`src/sv/gipm_pkg.sv`:
```
package gipm_pkg;

  localparam int MAX_WINDOW    = 15;
  localparam int MAX_INTERVALS = 16;
  localparam int DEPTH         = MAX_WINDOW + 1;

  localparam int PITCH_W  = 7;
  localparam int DIFF_W   = PITCH_W + 1;
  localparam int IVL_W    = 8;
  localparam int WIN_W    = 4;
  localparam int LEN_W    = 5;
  localparam int WORD_W   = 64;
  localparam int CFG_IDX_W = 3;
  localparam int IVL_PER_WORD = WORD_W / IVL_W;

  typedef enum logic [CFG_IDX_W-1:0] {
    REG_GAP_WINDOW     = 3'd0,
    REG_PATTERN_LENGTH = 3'd1,
    REG_INTERVALS_LO   = 3'd2,
    REG_INTERVALS_HI   = 3'd3,
    REG_INVERT_VERDICT = 3'd4
  } cfg_reg_t;

  // One remembered note: pitch, occupancy and partial-match bits
  typedef struct packed {
    logic [PITCH_W-1:0]       pitch;
    logic                     valid;
    logic [MAX_INTERVALS-1:0] prog;
  } gipm_entry_t;

  // Per-cell control from the top level
  typedef struct packed {
    logic shift;   // advance the row by one note
    logic clear;   // drop the entry handed in (new run starts)
    logic enable;  // cell lies inside the gap window
  } gipm_ctl_t;

  typedef logic [MAX_INTERVALS-1:0][IVL_W-1:0] ivl_array_t;

  // Result word bit positions
  typedef struct packed {
    logic verdict;
    logic found;
    logic match_end;
  } gipm_result_t;

endpackage

```
`src/sv/gipm_cell.sv`:
```
module gipm_cell
  import gipm_pkg::*;
(
  input  logic                     clk,
  input  logic                     rst,
  input  gipm_ctl_t                ctl,
  input  logic [PITCH_W-1:0]       note,
  input  ivl_array_t               ivl,
  input  logic [MAX_INTERVALS-1:0] len_mask,
  input  gipm_entry_t              up,
  output gipm_entry_t              ent,
  output logic [MAX_INTERVALS-1:0] hit
);

  logic [DIFF_W-1:0] diff;

  assign diff = {1'b0, note} - {1'b0, ent.pitch};

  // Bit k: a chain of k intervals ending here extends to the new note
  always_comb begin
    for (int k = 0; k < MAX_INTERVALS; k++) begin
      hit[k] = ctl.enable & ent.valid & ent.prog[k] & len_mask[k] &
               (diff == ivl[k]);
    end
  end

  always_ff @(posedge clk) begin
    if (rst) begin
      ent.pitch <= '0;
      ent.valid <= 1'b0;
      ent.prog  <= '0;
    end else if (ctl.shift) begin
      ent.pitch <= up.pitch;
      ent.valid <= up.valid & ~ctl.clear;
      ent.prog  <= ctl.clear ? '0 : up.prog;
    end
  end

endmodule

```
`src/sv/gipm_obuf.sv`:
```
module gipm_obuf
  import gipm_pkg::*;
(
  input  logic         clk,
  input  logic         rst,
  input  logic         push,
  input  gipm_result_t push_data,
  output logic         space,
  output logic         out_valid,
  input  logic         out_ready,
  output gipm_result_t out_data
);

  logic         skid_valid;
  gipm_result_t skid_data;
  logic         take;

  assign take  = out_valid & out_ready;
  assign space = ~skid_valid;

  always_ff @(posedge clk) begin
    if (rst) begin
      out_valid  <= 1'b0;
      skid_valid <= 1'b0;
    end else if (skid_valid) begin
      if (take) begin
        skid_valid <= 1'b0;
      end
    end else if (push) begin
      if (out_valid && !take) begin
        skid_valid <= 1'b1;
      end else begin
        out_valid <= 1'b1;
      end
    end else if (take) begin
      out_valid <= 1'b0;
    end
  end

  always_ff @(posedge clk) begin
    if (skid_valid) begin
      if (take) begin
        out_data <= skid_data;
      end
    end else if (push) begin
      if (out_valid && !take) begin
        skid_data <= push_data;
      end else begin
        out_data <= push_data;
      end
    end
  end

endmodule

```
`src/sv/gapped_interval_pattern_match.sv`:
```
// Gapped interval pattern matcher.
// Input channel s_*: one word per note-start event; tdata holds the pitch,
// tuser flags the first note of a new file (clears history and found flag).
// Output channel m_*: one word per accepted note with match_end, the sticky
// found flag and verdict (found xor invert_verdict).
// Configuration channel cfg_*: register index plus 64-bit data, always ready;
// write only while no note is in flight.
// A row of DEPTH cells holds the most recent notes with their partial-match
// bits. Every cell compares the incoming note with its own note in parallel
// and the row shifts by one on each accepted word, so one note is taken
// every cycle while s_tready is high; each result is registered.
// A two-entry output buffer (output register plus skid) lets a new note in
// while a finished result waits; s_tready drops only when both are full,
// i.e. after the receiver has stalled for two words.
// Reset clears the cells, the found flag, the output buffer and loads the
// registers with window 0, pattern length 1, all intervals 0, no inversion.
module gapped_interval_pattern_match
  import gipm_pkg::*;
(
  input  logic              clk,
  input  logic              rst,
  input  logic              s_tvalid,
  output logic              s_tready,
  input  logic [7:0]        s_tdata,   // [6:0] note_pitch, [7] zero
  input  logic              s_tuser,   // [0] first_note
  output logic              m_tvalid,
  input  logic              m_tready,
  output logic [7:0]        m_tdata,   // [0] match_end, [1] found, [2] verdict, [7:3] zero
  input  logic              cfg_valid,
  output logic              cfg_ready,
  input  logic [CFG_IDX_W-1:0] cfg_index,
  input  logic [WORD_W-1:0] cfg_data
);

  // Configuration registers
  logic [WIN_W-1:0]  gap_window;
  logic [LEN_W-1:0]  pattern_length;
  logic [WORD_W-1:0] intervals_lo;
  logic [WORD_W-1:0] intervals_hi;
  logic              invert_verdict;

  assign cfg_ready = 1'b1;

  always_ff @(posedge clk) begin
    if (rst) begin
      gap_window     <= '0;
      pattern_length <= LEN_W'(1);
      intervals_lo   <= '0;
      intervals_hi   <= '0;
      invert_verdict <= 1'b0;
    end else if (cfg_valid) begin
      unique case (cfg_reg_t'(cfg_index))
        REG_GAP_WINDOW:     gap_window     <= cfg_data[WIN_W-1:0];
        REG_PATTERN_LENGTH: pattern_length <= cfg_data[LEN_W-1:0];
        REG_INTERVALS_LO:   intervals_lo   <= cfg_data;
        REG_INTERVALS_HI:   intervals_hi   <= cfg_data;
        REG_INVERT_VERDICT: invert_verdict <= cfg_data[0];
        default: ;
      endcase
    end
  end

  // Saturate window and length
  logic [WIN_W-1:0] win_sat;
  logic [LEN_W-1:0] len_sat;

  assign win_sat = (gap_window > WIN_W'(MAX_WINDOW)) ? WIN_W'(MAX_WINDOW) : gap_window;
  assign len_sat = (pattern_length > LEN_W'(MAX_INTERVALS)) ?
                   LEN_W'(MAX_INTERVALS) : pattern_length;

  // Interval bytes unpacked low first; masks for the active pattern steps
  ivl_array_t               ivl;
  logic [MAX_INTERVALS-1:0] len_mask;   // step k lies inside the pattern
  logic [MAX_INTERVALS-1:0] last_mask;  // step k completes the pattern

  always_comb begin
    for (int k = 0; k < MAX_INTERVALS; k++) begin
      if (k < IVL_PER_WORD) begin
        ivl[k] = intervals_lo[(k % IVL_PER_WORD)*IVL_W +: IVL_W];
      end else if (k < 2*IVL_PER_WORD) begin
        ivl[k] = intervals_hi[(k % IVL_PER_WORD)*IVL_W +: IVL_W];
      end else begin
        ivl[k] = '0;
      end
      len_mask[k]  = (k < int'(len_sat));
      last_mask[k] = ((k + 1) == int'(len_sat));
    end
  end

  // Input word
  logic               accept;
  logic [PITCH_W-1:0] note;
  logic               first;

  assign accept = s_tvalid & s_tready;
  assign note   = s_tdata[PITCH_W-1:0];
  assign first  = s_tuser;

  // Row of cells; cell 0 takes the new note
  gipm_entry_t              ent [DEPTH];
  gipm_entry_t              up  [DEPTH];
  gipm_ctl_t                ctl [DEPTH];
  logic [MAX_INTERVALS-1:0] hit [DEPTH];
  gipm_entry_t              new_ent;

  for (genvar i = 0; i < DEPTH; i++) begin : g_cell
    assign ctl[i].shift  = accept;
    // the new note itself stays valid; older entries drop on a first note
    assign ctl[i].clear  = (i == 0) ? 1'b0 : first;
    assign ctl[i].enable = (i <= int'(win_sat)) & ~first;
    assign up[i]         = (i == 0) ? new_ent : ent[(i == 0) ? 0 : i-1];

    gipm_cell u_cell (
      .clk      (clk),
      .rst      (rst),
      .ctl      (ctl[i]),
      .note     (note),
      .ivl      (ivl),
      .len_mask (len_mask),
      .up       (up[i]),
      .ent      (ent[i]),
      .hit      (hit[i])
    );
  end

  // Merge the hits of all cells
  logic [MAX_INTERVALS-1:0] adv;
  logic                     match;
  logic [MAX_INTERVALS-1:0] prog_new;

  always_comb begin
    adv = '0;
    for (int i = 0; i < DEPTH; i++) begin
      adv = adv | hit[i];
    end
  end

  // Empty pattern matches at every note and starts no chain
  assign match    = (len_sat == '0) | (|(adv & last_mask));
  assign prog_new = (len_sat == '0) ? '0 :
                    ({adv[MAX_INTERVALS-2:0] & ~last_mask[MAX_INTERVALS-2:0], 1'b0} |
                     MAX_INTERVALS'(1));

  assign new_ent.pitch = note;
  assign new_ent.valid = 1'b1;
  assign new_ent.prog  = prog_new;

  // Sticky found flag
  logic         found;
  logic         found_next;
  gipm_result_t res;
  gipm_result_t out_res;

  assign found_next = (found & ~first) | match;

  always_ff @(posedge clk) begin
    if (rst) begin
      found <= 1'b0;
    end else if (accept) begin
      found <= found_next;
    end
  end

  assign res.match_end = match;
  assign res.found     = found_next;
  assign res.verdict   = found_next ^ invert_verdict;

  // Output register with skid
  gipm_obuf u_obuf (
    .clk       (clk),
    .rst       (rst),
    .push      (accept),
    .push_data (res),
    .space     (s_tready),
    .out_valid (m_tvalid),
    .out_ready (m_tready),
    .out_data  (out_res)
  );

  assign m_tdata = {5'b0, out_res};

endmodule

```
`config.mk`:
```
export PLATFORM = sky130hd
export DESIGN_NAME = gapped_interval_pattern_match
export DESIGN_NICKNAME = d
export VERILOG_FILES = /design/src/sv/gipm_pkg.sv /design/src/sv/gipm_cell.sv /design/src/sv/gipm_obuf.sv /design/src/sv/gapped_interval_pattern_match.sv
export SDC_FILE = /design/constraint.sdc
export NUM_CORES = 2
export LEC_CHECK = 0
export ABC_AREA = 1
export BUFFER_PORTS_ARGS = -buffer_cell sky130_fd_sc_hd__clkbuf_2
export CAP_MARGIN = 20
export CORE_ASPECT_RATIO = 1.75
export CORE_MARGIN = 8
export CORE_UTILIZATION = 50
export CTS_CLUSTER_DIAMETER = 50
export DETAILED_ROUTE_END_ITERATION = 12
export PLACE_DENSITY = 0.68
export SLEW_MARGIN = 0
export SYNTH_ARGS = -nofsm -noshare
export SYNTH_HDL_FRONTEND = slang
export SYNTH_HIERARCHICAL = 1
export SYNTH_SLANG_ARGS = --single-unit
export TNS_END_PERCENT = 10
```
`constraint.sdc`:
```
create_clock -name clk -period 3.33 [get_ports clk]
set_clock_uncertainty 0.15 [all_clocks]
set_input_delay 0.666 -clock clk [delete_from_list [all_inputs] [get_ports clk]]
set_output_delay 0.666 -clock clk [all_outputs]
set_load 0.01 [all_outputs]
```
== Word-level counts from Yosys, hierarchy flattened ==
Index checks and enable logic that the tools add are counted.

* Bits in registers: 531
* Input port bits: 81
* Logic and storage cells: 1273

* Eq/ne operators: 279
* Magnitude comparators: 33
* Reductions and logical operators: 15
* Bitwise operators: 839
* Muxes and demuxes: 29
* $add $sub $neg: 16

{| class="wikitable"
|+ Operators with widths
! cell !! number
|-
| 8-bit == test || 256
|-
| 1-bit bitwise AND || 816
|-
| 16-bit two-way mux || 16
|-
| 16-bit OR || 15
|-
| 7-bit by 7-bit subtractor with 8-bit output || 16
|-
| 5-bit == test, first input constant || 9
|-
| 4-bit by 5-bit < comparator with 1-bit output, first input constant || 8
|-
| 4-bit <= comparator, first input constant || 8
|-
| 4-bit by 5-bit == test with 1-bit output, first input constant || 4
|-
| 3-bit by 5-bit < comparator with 1-bit output, first input constant || 4
|-
| 16-bit bitwise AND || 1
|-
| 3-bit by 4-bit <= comparator with 1-bit output, first input constant || 4
|-
| 16-bit OR reduction || 1
|-
| 15-bit bitwise AND || 1
|-
| 15-bit NOT || 1
|-
| 3-bit two-way mux || 4
|-
| 3-bit by 5-bit == test with 1-bit output, first input constant || 2
|-
| 1-bit by 5-bit < comparator with 1-bit output, first input constant || 2
|-
| 2-bit by 5-bit < comparator with 1-bit output, first input constant || 2
|-
| 2-bit AND reduction || 5
|-
| 3-bit AND reduction || 3
|-
| 2-bit by 4-bit <= comparator with 1-bit output, first input constant || 2
|-
| 1-bit two-way mux || 7
|-
| 3-bit by 2-bit == test with 1-bit output, second input constant || 2
|-
| other kinds (18) || 22
|}

== Logic depth before layout (Yosys ltp) ==
* Depth in word-level cells: 31
* Mapped depth: 29

== Cells and area by module ==
Netlist, hierarchy kept.

{| class="wikitable"
|+ Modules (own cells, without submodules)
! module !! cells each !! area an instance (um2) !! times used
|-
| gipm_cell (g_cell[11].u_cell ...) || 729 || 3757.4 || 9
|-
| gipm_cell (g_cell[5].u_cell ...) || 734 || 3822.4 || 5
|-
| gipm_cell (g_cell[0].u_cell ...) || 752 || 3854.9 || 2
|-
| gapped_interval_pattern_match || 1010 || 6491.2 || 1
|-
| gipm_obuf || 36 || 331.6 || 1
|}

== Worst setup path before layout ==
No wires, ideal clock.

* Kind: register -> register
* Start point: register pattern_length[2]
* End point: register u_obuf/out_data[2] in the netlist's numbering (data pin)
* Arrival time: 3250 ps
* Slack: -322 ps
* Cell stages (with the launch flop): 24
* Library setup time: 252 ps
* Cell sequence: dfxtp_1 > nand2_1 > o21ai_0 > o21ai_0 > inv_1 > nand2_1 > nor2_1 > nand3_1 > nor2_1 > nand2_1 > nor2_1 > nand3_1 > nor2_1 > nor2_1 > nand2_1 > nor2_1 > a21oi_1 > nor2_1 > nand2_1 > nor2_4 > nand4_1 > nand2_1 > nand2_1 > nand2_1

{| class="wikitable"
|+ RTL lines
! element !! RTL line !! text
|-
| start: declaration || gapped_interval_pattern_match.sv:37 || <nowiki>logic [LEN_W-1:0] pattern_length;</nowiki>
|-
| start signal: assignment || gapped_interval_pattern_match.sv:54 || <nowiki>REG_PATTERN_LENGTH: pattern_length <= cfg_data[LEN_W-1:0];</nowiki>
|-
| end signal: assignment || gipm_obuf.sv:43 || <nowiki>out_data <= skid_data;</nowiki>
|-
| end signal: assignment || gipm_obuf.sv:49 || <nowiki>out_data <= push_data;</nowiki>
|-
| end: declaration || gipm_obuf.sv:11 || <nowiki>output gipm_result_t out_data</nowiki>
|}

==> metrics.txt <==
placed cell count=16200; number of synthesized flops with an enable pin=6; worst hold slack=34.1 ps; Static Leak=43.7 nW; failing checks=setup timing; RSZ-0062 raised after global routing=true; Root Driver=clkbuf_16; initial antenna violation count=26; Fillers=12400; Yosys top cell area share=0.299; Min-Delay Path Class=in -> reg; Worst Slack Setup Final=-873 ps; Clk Latency, worst-skew pair=750 ps; Period Utilization, post-route=1.26; number of hold buffers added after CTS=0; power per cell area=339 nW/µm²; vias in the first global route=87100; largest net degree at the start of global routing=139; Hold Path Origin=cfg_data[49]; post-route insts no fill=16400; Area contributors post-synth=nand2_1, dfxtp_1, nor2_1; FF+latch count, synth=531; core area=134000 µm²; RR Startpoint=pattern_length[1]; Period minus WS final=4200 ps; vias per cell=5.77; ys async rst share=0; DRC violations left=0; Post-synth top cells=nand2_1, nor2_1, inv_1, nand3_1, dfxtp_1; synthesized netlist cell count=12800; Post-DRT Antenna Nets=0; Bufs on Longest Clock Path=3; FF/Latch Area=10700 µm²; Slew @ Worst Pin=1040 ps; leading area contributor after synthesis=nand2_1; Initial Util=0.502; Detail Placement HPWL=317 mm; Buf/Inv on CP=6; hold path depth=3; area of the multi-input gates=49600 µm²; drt wl/cell=24.8 µm; row cnt=178; final slew viol count=0; CP Capture Type=register; GRT Overall Usage=0.526; Syn Area/Cell=5.28 µm²; Pre-Repair DR Iteration Count=9; Synth Flop Type=dfxtp_1; Critical Setup Path Class=in -> reg; Die ar.=147000 µm²; WP data required=3680 ps; Hold Path End=intervals_lo[49]; Cell variety after synth=44; family with the most delay on the worst path=simple AND/OR/NAND/NOR gates; aggregate global routing overflow=0; maximum vdd drop=0.529 mV; NetSw=13.7 mW; layout cells sized above 1=0.209; number of maximum-capacitance violations=0; Comb pwr share=0.542; Crit path top cell by count=nand2_1; die height=502 µm; status=complete, but fails checks; Worst path slowest cell=fa_2; final WL=406 mm; nature of the critical path startpoint=input pin; initial DRC count=13400; Clk pin slew, worst setup/hold paths=70 ps; GPL Wtd Cong=1.17; sw frac=0.447; Top Ports=92; yosys warns=6; Slew headroom=0.309; Final #Nets=14700; Clock Sinks=531; PnR Total Power=30.8 mW; H-tree levels=2; cell area after synthesis=67500 µm²; CP max stage delay=380 ps; CTS tree=built; most frequent cell after synthesis=nand2_1; sequential area share after synthesis=0.158; CP arrival=4560 ps; Buffers on Ports=84; internal power=17.0 mW; Die Wd=294 µm; setup total negative slack=-11960 ps; Clk pwr share=0.242; final hold violations=0; first-pass GRT wire length=574 mm; CTS buffer count=61; final setup fails=22; Place WS=-1810 ps; sequential group share of total power=0.216; synth-to-layout area growth=34.7%; fmax=238 MHz; Reg2Reg Depth=27; reg-to-reg endpoint=u_obuf/out_data[2]; CP max FO=7; Vias=94600; Worst R2R Setup Slack=-830 ps
==> stage by stage <==
step,utilization,cell area [µm²]
after floorplan,-,67800
after global placement,0.643,86300
after detailed placement,0.643,86300
after CTS,0.673,90400
after global routing,0.677,90900
final,0.677,90900
==> layout by cell type (no fill, tap or decap), types with 36 or more instances in the layout <==
master,instances
nand2_1,5272
buf_4,1707
nor2_1,1626
inv_1,1606
nand3_1,770
dfxtp_1,520
xor2_1,443
nand3b_1,442
a21oi_1,385
buf_12,295
nand2_2,157
o21ai_0,135
nand2_4,123
nor2_2,122
nand3_2,115
a211oi_1,96
ha_1,91
clkbuf_2,81
xnor2_1,70
inv_2,66
clkbuf_16,62
nor2_4,50
nand4_1,47
a21oi_2,36
==> layer usage <==
layer	vias up	wire length, µm	global-route usage
met4	14	55000	0.539
met5	-	96	0
met3	2505	58600	0.175
li1	42400	-	-
met2	7402	159000	0.760
met1	42300	133000	0.588
==> what timing repair did <==
action / in CTS / in global routing
endpoints found under the setup margin: 22 / 22
cloned: 5 / 0
resized for setup: 406 / 107
hold endpoints to repair: 0 / 0
buffers inserted: 39 / 10
pin swaps: 112 / 58
==> final cells by class <==
class | count | area share
sequential | 531 | 0.118
multi-input combinational | 10100 | 0.545
tap | 1800 | 0.0248
timing repair inverter | 1 | 0.0000551
timing repair buffer | 2121 | 0.216
clock buffer | 67 | 0.0175
clock inverter | 49 | 0.00665
antenna | 21 | 0.000578
inverter | 1707 | 0.0714
==> tightest hold or removal path, cell delays in order <==
cell,delay [ps]
clkbuf_2,80
o21ai_1,70
nor2_1,70
==> power by group through the flow <==
stage | sequential, mW | combinational, mW | clock [mW]
floorplan | 7.01 | 8.74 | 0
finish | 6.65 | 16.7 | 7.46
global placement | 6.78 | 15.1 | 0
CTS | 6.64 | 15.9 | 7.43
detailed placement | 6.79 | 15.5 | 0
global route | 6.66 | 17.7 | 7.66
==> flip-flops by register name, indices dropped and copies added, names as in the netlist <==
register and flops:
g_cell.u_cell/ent 384, intervals_lo 64, u_obuf/out_data 3, found 1
u_obuf/skid_valid 1, gap_window 4, intervals_hi 64, u_obuf/out_valid 1
u_obuf/skid_data 3, invert_verdict 1, pattern_length 5
==> worst max path at each step <==
stage / cells after the start / slack, ps / to / from
5_1_grt: 29 / -880 / u_obuf/out_data[2] / s_tdata[0]
4_1_cts: 33 / -590 / u_obuf/out_data[2] / s_tdata[0]
3_5_place_dp: 32 / -1810 / u_obuf/out_data[2] / s_tdata[0]
6_report: 29 / -870 / u_obuf/out_data[2] / s_tdata[0]
2_1_floorplan: 29 / -90 / u_obuf/out_data[2] / s_tdata[0]
3_3_place_gp: 32 / -1760 / u_obuf/out_data[2] / s_tdata[0]
==> cell families (layout without fill, tap and decap cells) <==
group | after synthesis | in the layout | synth area share
AOI/OAI and AO/OA | 677 | 677 | 0.0581
other | 2 | 29 | 0.000111
and+or+nand+nor | 8774 | 8776 | 0.556
DFF | 531 | 531 | 0.158
adders and majority gates | 128 | 128 | 0.0255
xor gates and xnor gates | 518 | 518 | 0.0677
buffers and inverters | 2151 | 3945 | 0.135
Power figures use the tool's default switching activity.
